$ cat src/hw/rtl/alpe_pkg.sv
package alpe_pkg;

	localparam int LED_MAX      = 64;
	localparam int LED_AW       = (LED_MAX > 1) ? $clog2(LED_MAX) : 1;
	localparam int ACTIVE_MAX   = (LED_MAX < 64) ? LED_MAX : 64;
	localparam int BITS_PER_LED = 24;
	localparam int COLOR_W      = 24;
	localparam int BIT_W        = 5;
	localparam int CFG_IDX_W    = 3;
	localparam int CFG_DATA_W   = 16;
	localparam int IN_DATA_W    = 32;
	localparam int OUT_DATA_W   = 8;

	typedef enum logic [CFG_IDX_W-1:0] {
		REG_BIT_PERIOD  = 3'd0,
		REG_ZERO_HIGH   = 3'd1,
		REG_ONE_HIGH    = 3'd2,
		REG_LED_COUNT   = 3'd3,
		REG_FRAME_SLOTS = 3'd4
	} cfg_reg_t;

	localparam logic [7:0]  RST_BIT_PERIOD  = 8'd120;
	localparam logic [7:0]  RST_ZERO_HIGH   = 8'd39;
	localparam logic [7:0]  RST_ONE_HIGH    = 8'd77;
	localparam logic [6:0]  RST_LED_COUNT   = 7'd64;
	localparam logic [15:0] RST_FRAME_SLOTS = 16'd40000;

endpackage

$ cat src/hw/rtl/addressable_led_pulse_encoder.sv
// Channel  | Direction | Content
// s_*      | in        | tuser: kind; tdata: led_index, red, green, blue, pad
// m_*      | out       | tdata: line_level, sending, frame_start, pad
// cfg_*    | in        | register index and write data, no read-back
//
// One item is taken per cycle unless stalled; a tick is registered in s1, then at the output.
// The color store is a 64-entry memory with a registered read; writes and
// tick reads of it come from distinct items, so no forwarding is needed.
// Reset clears all counters and per-entry valid bits; an unwritten entry
// reads as all ones. A stalled output holds the tick pipeline and the input.
module addressable_led_pulse_encoder (
	input  logic                            clk,
	input  logic                            arst_n,
	input  logic                            s_tvalid,
	output logic                            s_tready,
	input  logic [alpe_pkg::IN_DATA_W-1:0]  s_tdata,  // led_index, red, green, blue, zero pad
	input  logic                            s_tuser,  // kind
	output logic                            m_tvalid,
	input  logic                            m_tready,
	output logic [alpe_pkg::OUT_DATA_W-1:0] m_tdata,  // line_level, sending, frame_start, zero pad
	input  logic                            cfg_wr_en,
	input  logic [alpe_pkg::CFG_IDX_W-1:0]  cfg_index,
	input  logic [alpe_pkg::CFG_DATA_W-1:0] cfg_data
);
	import alpe_pkg::*;

	logic [7:0]  bit_period_q, zero_high_q, one_high_q;
	logic [6:0]  led_count_q;
	logic [15:0] frame_slots_q;

	logic [7:0]  tick_q;
	logic [15:0] slot_q;
	logic [BIT_W-1:0] bit_q;
	logic [6:0]  led_q;

	logic [COLOR_W-1:0] mem_q [LED_MAX];
	logic [LED_MAX-1:0] valid_q;

	logic               s1_valid_s1;
	logic [COLOR_W-1:0] rdata_s1;
	logic               entry_ok_s1;
	logic [BIT_W-1:0]   bitsel_s1;
	logic               data_s1, first_s1, below_oh_s1, below_zh_s1;

	logic                  out_valid_q;
	logic [OUT_DATA_W-1:0] out_data_q;

	logic        adv, accept, tick_acc, wr_acc;
	logic [7:0]  period, zh, oh;
	logic [15:0] slots;
	logic [6:0]  active;
	logic        data_s0, first_s0, slot_end, frame_end, led_end;
	logic [8:0]  tick_inc;
	logic [16:0] slot_inc;
	logic [BIT_W-1:0] bit_inc;
	logic        bit_s1, level_s1;
	logic [COLOR_W-1:0] wr_color;

	always_comb begin
		adv      = !s1_valid_s1 || !out_valid_q || m_tready;
		s_tready = adv;
		accept   = s_tvalid && adv;
		tick_acc = accept && s_tuser;
		wr_acc   = accept && !s_tuser;

		period = (bit_period_q < 8'd2) ? 8'd2 : bit_period_q;
		zh     = (zero_high_q == 8'd0) ? 8'd1 : zero_high_q;
		oh     = (one_high_q == 8'd0) ? 8'd1 : one_high_q;
		slots  = (frame_slots_q == 16'd0) ? 16'd1 : frame_slots_q;
		active = (led_count_q > 7'(ACTIVE_MAX)) ? 7'(ACTIVE_MAX) : led_count_q;

		data_s0  = (led_q < active) && (bit_q < BIT_W'(BITS_PER_LED));
		first_s0 = (slot_q == 16'd0) && (tick_q == 8'd0);

		tick_inc  = {1'b0, tick_q} + 9'd1;
		slot_end  = tick_inc >= {1'b0, period};
		slot_inc  = {1'b0, slot_q} + 17'd1;
		frame_end = slot_inc >= {1'b0, slots};
		bit_inc   = bit_q + BIT_W'(1);
		led_end   = bit_inc >= BIT_W'(BITS_PER_LED);

		wr_color = {s_tdata[13:6], s_tdata[21:14], s_tdata[29:22]};

		bit_s1   = entry_ok_s1 ? rdata_s1[bitsel_s1] : 1'b1;
		level_s1 = data_s1 && below_oh_s1 && (bit_s1 || below_zh_s1);

		m_tvalid = out_valid_q;
		m_tdata  = out_data_q;
	end

	always_ff @(posedge clk or negedge arst_n) begin
		if (!arst_n) begin
			bit_period_q  <= RST_BIT_PERIOD;
			zero_high_q   <= RST_ZERO_HIGH;
			one_high_q    <= RST_ONE_HIGH;
			led_count_q   <= RST_LED_COUNT;
			frame_slots_q <= RST_FRAME_SLOTS;
		end else if (cfg_wr_en) begin
			case (cfg_reg_t'(cfg_index))
				REG_BIT_PERIOD:  bit_period_q  <= cfg_data[7:0];
				REG_ZERO_HIGH:   zero_high_q   <= cfg_data[7:0];
				REG_ONE_HIGH:    one_high_q    <= cfg_data[7:0];
				REG_LED_COUNT:   led_count_q   <= cfg_data[6:0];
				REG_FRAME_SLOTS: frame_slots_q <= cfg_data;
				default: ;
			endcase
		end
	end

	always_ff @(posedge clk or negedge arst_n) begin
		if (!arst_n) begin
			tick_q <= '0;
			slot_q <= '0;
			bit_q  <= '0;
			led_q  <= '0;
		end else if (tick_acc) begin
			if (slot_end) begin
				tick_q <= '0;
				if (frame_end) begin
					slot_q <= '0;
					bit_q  <= '0;
					led_q  <= '0;
				end else begin
					slot_q <= slot_inc[15:0];
					if (data_s0) begin
						if (led_end) begin
							bit_q <= '0;
							led_q <= led_q + 7'd1;
						end else begin
							bit_q <= bit_inc;
						end
					end
				end
			end else begin
				tick_q <= tick_inc[7:0];
			end
		end
	end

	always_ff @(posedge clk or negedge arst_n) begin
		if (!arst_n) begin
			valid_q <= '0;
		end else if (wr_acc) begin
			valid_q[s_tdata[LED_AW-1:0]] <= 1'b1;
		end
	end

	always_ff @(posedge clk) begin
		if (wr_acc) begin
			mem_q[s_tdata[LED_AW-1:0]] <= wr_color;
		end
		if (tick_acc) begin
			rdata_s1    <= mem_q[led_q[LED_AW-1:0]];
			entry_ok_s1 <= valid_q[led_q[LED_AW-1:0]];
			bitsel_s1   <= BIT_W'(BITS_PER_LED - 1) - bit_q;
			data_s1     <= data_s0;
			first_s1    <= first_s0;
			below_oh_s1 <= tick_q < oh;
			below_zh_s1 <= tick_q < zh;
		end
	end

	always_ff @(posedge clk or negedge arst_n) begin
		if (!arst_n) begin
			s1_valid_s1 <= 1'b0;
			out_valid_q <= 1'b0;
		end else begin
			if (adv) begin
				s1_valid_s1 <= tick_acc;
			end
			if (!out_valid_q || m_tready) begin
				out_valid_q <= s1_valid_s1;
			end
		end
	end

	always_ff @(posedge clk) begin
		if (!out_valid_q || m_tready) begin
			out_data_q <= {5'd0, first_s1, data_s1, level_s1};
		end
	end

endmodule

$ cat config.mk
export PLATFORM = sky130hd
export DESIGN_NAME = addressable_led_pulse_encoder
export DESIGN_NICKNAME = d
export VERILOG_FILES = /design/src/hw/rtl/alpe_pkg.sv /design/src/hw/rtl/addressable_led_pulse_encoder.sv
export SDC_FILE = /design/constraint.sdc
export NUM_CORES = 2
export LEC_CHECK = 0
export BUFFER_PORTS_ARGS = -buffer_cell sky130_fd_sc_hd__clkbuf_2
export CAP_MARGIN = 20
export CORE_MARGIN = 2
export CORE_UTILIZATION = 60
export DETAILED_ROUTE_END_ITERATION = 10
export PLACE_DENSITY_LB_ADDON = 0.3
export SYNTH_ARGS = -nofsm -noshare
export SYNTH_HDL_FRONTEND = slang
export SYNTH_SLANG_ARGS = --single-unit
$ cat constraint.sdc
create_clock -name clk -period 7.3 [get_ports clk]
set_input_delay 0.73 -clock clk [delete_from_list [all_inputs] [get_ports clk]]
set_output_delay 0.73 -clock clk [all_outputs]
set_load 0.01 [all_outputs]
==> metrics.md <==
| Metric | Value |
|---|---|
| Failing checks | negative hold slack |
| Pwr Total | 23,200 uW |
| Switching power | 6400 uW |
| Distinct cell type count after synthesis | 81 |
| Final hold slack | -0.0185 ns |
| Most frequent cells in the layout | edfxtp_1 (1,573), mux2i_1 (402), mux4_2 (207) |
| Prevailing post-synth register cell | edfxtp_1 |
| Kind of cell adding the most delay to the critical path | buffers and inverters |
| Minimum clock period | 4.28 ns |
| WP buf/inv | 2 |
| Post-synthesis simple-gate area fraction | 3.48% |
| P&R area growth vs syn | 11.3% |
| CP required | 7.80 ns |
| Synth Instances | 3,741 |
| Number of synthesized flops with an enable pin | 1,573 |
| Setup Skew | 0.0374 ns |
| Fin. Hold Viols | 2 |
| Fmax | 0.234 GHz |
| Setup Viol. Count Final | 0 |
| Max-Cap Viols | 0 |
| Switching Share | 27.5% |
| Longest Clk Path Bufs | 3 |
| Largest family of logic cells by synthesized area | multiplexers |
| Cell Rows | 123 |
| Largest net degree at the start of global routing | 155 |
| IO Count | 67 |
| Yosys Warn Count | 0 |
| H-tree levels | 4 |
| Comb power frac | 15.2% |
| Via count | 36,200 |
| CP max stage cell | dfrtp_4 |
| Residual DRC | 0 |
| Unrepaired setup endpoints after global routing | no |
| Commonest non-fill, non-tap cell in the layout | edfxtp_1 |
| R2r startpoint | led_q[1] |
| R2r endpoint | entry_ok_s1 |
| Critical Path Start | led_q[1] |
| Root Driver | clkbuf_16 |
| Seq pwr share | 48.4% |
| Fin. max-slew vios | 0 |
| Leak Pwr | 0.0239 uW |
| CTS resizes | 0 |
| Post-Syn Area | 0.0684 sq mm |
| Arr. time, crit path | 4.78 ns |
| Starting Density | 60.7% |
| Port Buffers | 59 |
| Hold_buf cts | 0 |
| Setup bufs post-CTS | 0 |
| Core Area | 0.113 sq mm |
| FF-to-FF setup slack | 3.02 ns |
| GRT Resource Usage Total | 27.8% |
| CTS tree | yes |
| Yosys reg bits | 1,722 |
| Peak supply drop | 277 uV |
| Total clock buffers created by CTS | 169 |
| Setup TNS | 0 ns |
| Gr ovfl total | 0 |
| Post-DP HPWL | 82,300 microns |
| Worst Setup End Kind | flop |
| Period Utilization, post-route | 58.6% |
| Crit-path cells | buf_12, buf_4, mux4_2, o22ai_1, nor2_1, a22oi_1, nand2_1 |
| Slew @ Worst Pin | 1.15 ns |
| 1st-iter DRT viols | 4,254 |
| Max_slew headroom | 23.4% |
| Pint | 16,800 uW |
| Global-route wire length before repair | 235,000 microns |
| Number of global-route vias before repair | 36,700 |
| Mux share of post-synthesis cell area | 12.9% |
| Mapped Avg Cell Area | 18.3 sq um |
| Layout cells sized above 1 | 20.0% |
| Startpoint Class | flop |
| Final GP Congestion | 0.908 |
| Nets | 3,974 |
| Initial antenna violation count | 5 |
| Die Span X | 342 microns |
| 1st-pass router iterations | 5 |
| Post-Synth XOR/XNOR Area | 0.269% |
| CP max FO | 117 |
| Compound-cell area share of the yosys netlist | 6.03% |
| WS Path Type | flop to flop |
| Status | finished, violations left |
| Post-synthesis async set-or-reset flop share | 8.65% |
| Die height | 342 microns |
| Clk network pwr share | 36.4% |
| Antenna Violating Nets Remaining | 0 |
| Later-pin clock latency in the skew report | 0.78 ns |
| R2R depth | 7 |
| Crit path largest cell delay | 0.93 ns |
| Final WL | 161,000 microns |
| DR vias/cell | 6.57 |
| Clk slew on worst S/H paths | 0.06 ns |
| Hold Crit Class | input pin to async pin |
| Fraction of the mapped netlist area in adder cells | 0.932% |
| Cell Pwr Density | 305 mW/mm^2 |
| Die area | 0.117 sq mm |
| Sequential-to-total area share from yosys stat | 74.5% |
| Clock Sinks | 1,722 |
| Wire per inst | 29.2 microns |
-- cell type report --
type | instances | area, sq um
sequential | 1722 | 51000
timing repair buffer | 156 | 1180
tap | 1500 | 1880
inverter | 52 | 200
fill | 7064 | 36600
clock buffer | 218 | 4580
antenna | 6 | 15.0
multi-input combinational | 1765 | 16600
clock inverter | 87 | 788
-- synth_stat cells, drive strengths merged (51+ instances only) --
master / number / share of area (%)
a21oi: 140 / 1.0
or2: 65 / 0.59
mux2i: 402 / 5.9
o22ai: 104 / 0.95
o21ai: 60 / 0.44
mux4: 207 / 6.8
inv: 51 / 0.28
nand2: 119 / 0.67
dfrtp: 131 / 4.8
ha: 51 / 0.93
edfxtp: 1573 / 69
buf: 109 / 1.1
nor2: 160 / 0.89
o221ai: 201 / 2.6
clkbuf: 97 / 0.53
-- worst max path at each step --
| stage | endpoint | cells after the start |
|---|---|---|
| 2_1_floorplan | mem_q[56][0] | 5 |
| 3_3_place_gp | entry_ok_s1 | 7 |
| 3_5_place_dp | entry_ok_s1 | 7 |
| 4_1_cts | entry_ok_s1 | 7 |
| 5_1_grt | entry_ok_s1 | 7 |
| 6_report | entry_ok_s1 | 7 |
-- sequential cells by signal (all words and copies together), names as in the netlist, 3 cells and up --
| signal | cells |
|---|---|
| mem_q | 1536 |
| valid_q | 64 |
| rdata_s1 | 24 |
| frame_slots_q | 16 |
| slot_q | 16 |
| bit_period_q | 8 |
| one_high_q | 8 |
| tick_q | 8 |
| zero_high_q | 8 |
| led_count_q | 7 |
| led_q | 7 |
| bit_q | 5 |
| bitsel_s1 | 5 |
| m_tdata | 3 |
-- through the flow --
| stage | hold WS, ns | utilization, % | cell area (sq um) | worst slack [ns] | instances |
|---|---|---|---|---|---|
| 2_1_floorplan | 0.400 | - | 68400 | 4.18 | 3745 |
| 3_3_place_gp | 0.427 | 62.7 | 70700 | 3.29 | 5188 |
| 3_5_place_dp | 0.438 | 62.7 | 70700 | 3.23 | 5188 |
| 4_1_cts | 0.00185 | 67.4 | 76000 | 3.18 | 5493 |
| 5_1_grt | 0.0210 | 67.5 | 76200 | 2.98 | 5500 |
| 6_report | -0.0185 | 67.5 | 76200 | 3.02 | 5506 |
-- power groups by stage --
stage          clock (uW)  sequential [uW]  combinational (uW)
2_1_floorplan           0            11400                1980
3_3_place_gp            0            11400                3360
3_5_place_dp            0            11400                3440
4_1_cts              8540            11200                3470
5_1_grt              8890            11300                3720
6_report             8440            11200                3530
-- per-layer routing --
| metal | vias to the layer above | routed length [microns] | GRT usage, % |
|---|---|---|---|
| li1 | 15500 | - | - |
| met1 | 18700 | 60800 | 37.6 |
| met2 | 1696 | 78100 | 44.8 |
| met3 | 311 | 15500 | 5.64 |
| met4 | 2 | 6210 | 11.2 |
| met5 | - | 12 | 0 |
-- cell families (layout without fill, tap and decap cells) --
family                   count (synthesis)  count (layout)
multiplexers                           622             622
flip-flops                            1722            1722
XOR/XNOR                                21              21
buffers and inverters                  258             513
adder cells (fa/ha/maj)                 51              51
AND/OR/NAND/NOR                        481             481
other                                    1              11
AO/OA/AOI/OAI                          585             585
No activity file was read; power rests on OpenSTA's default activity.
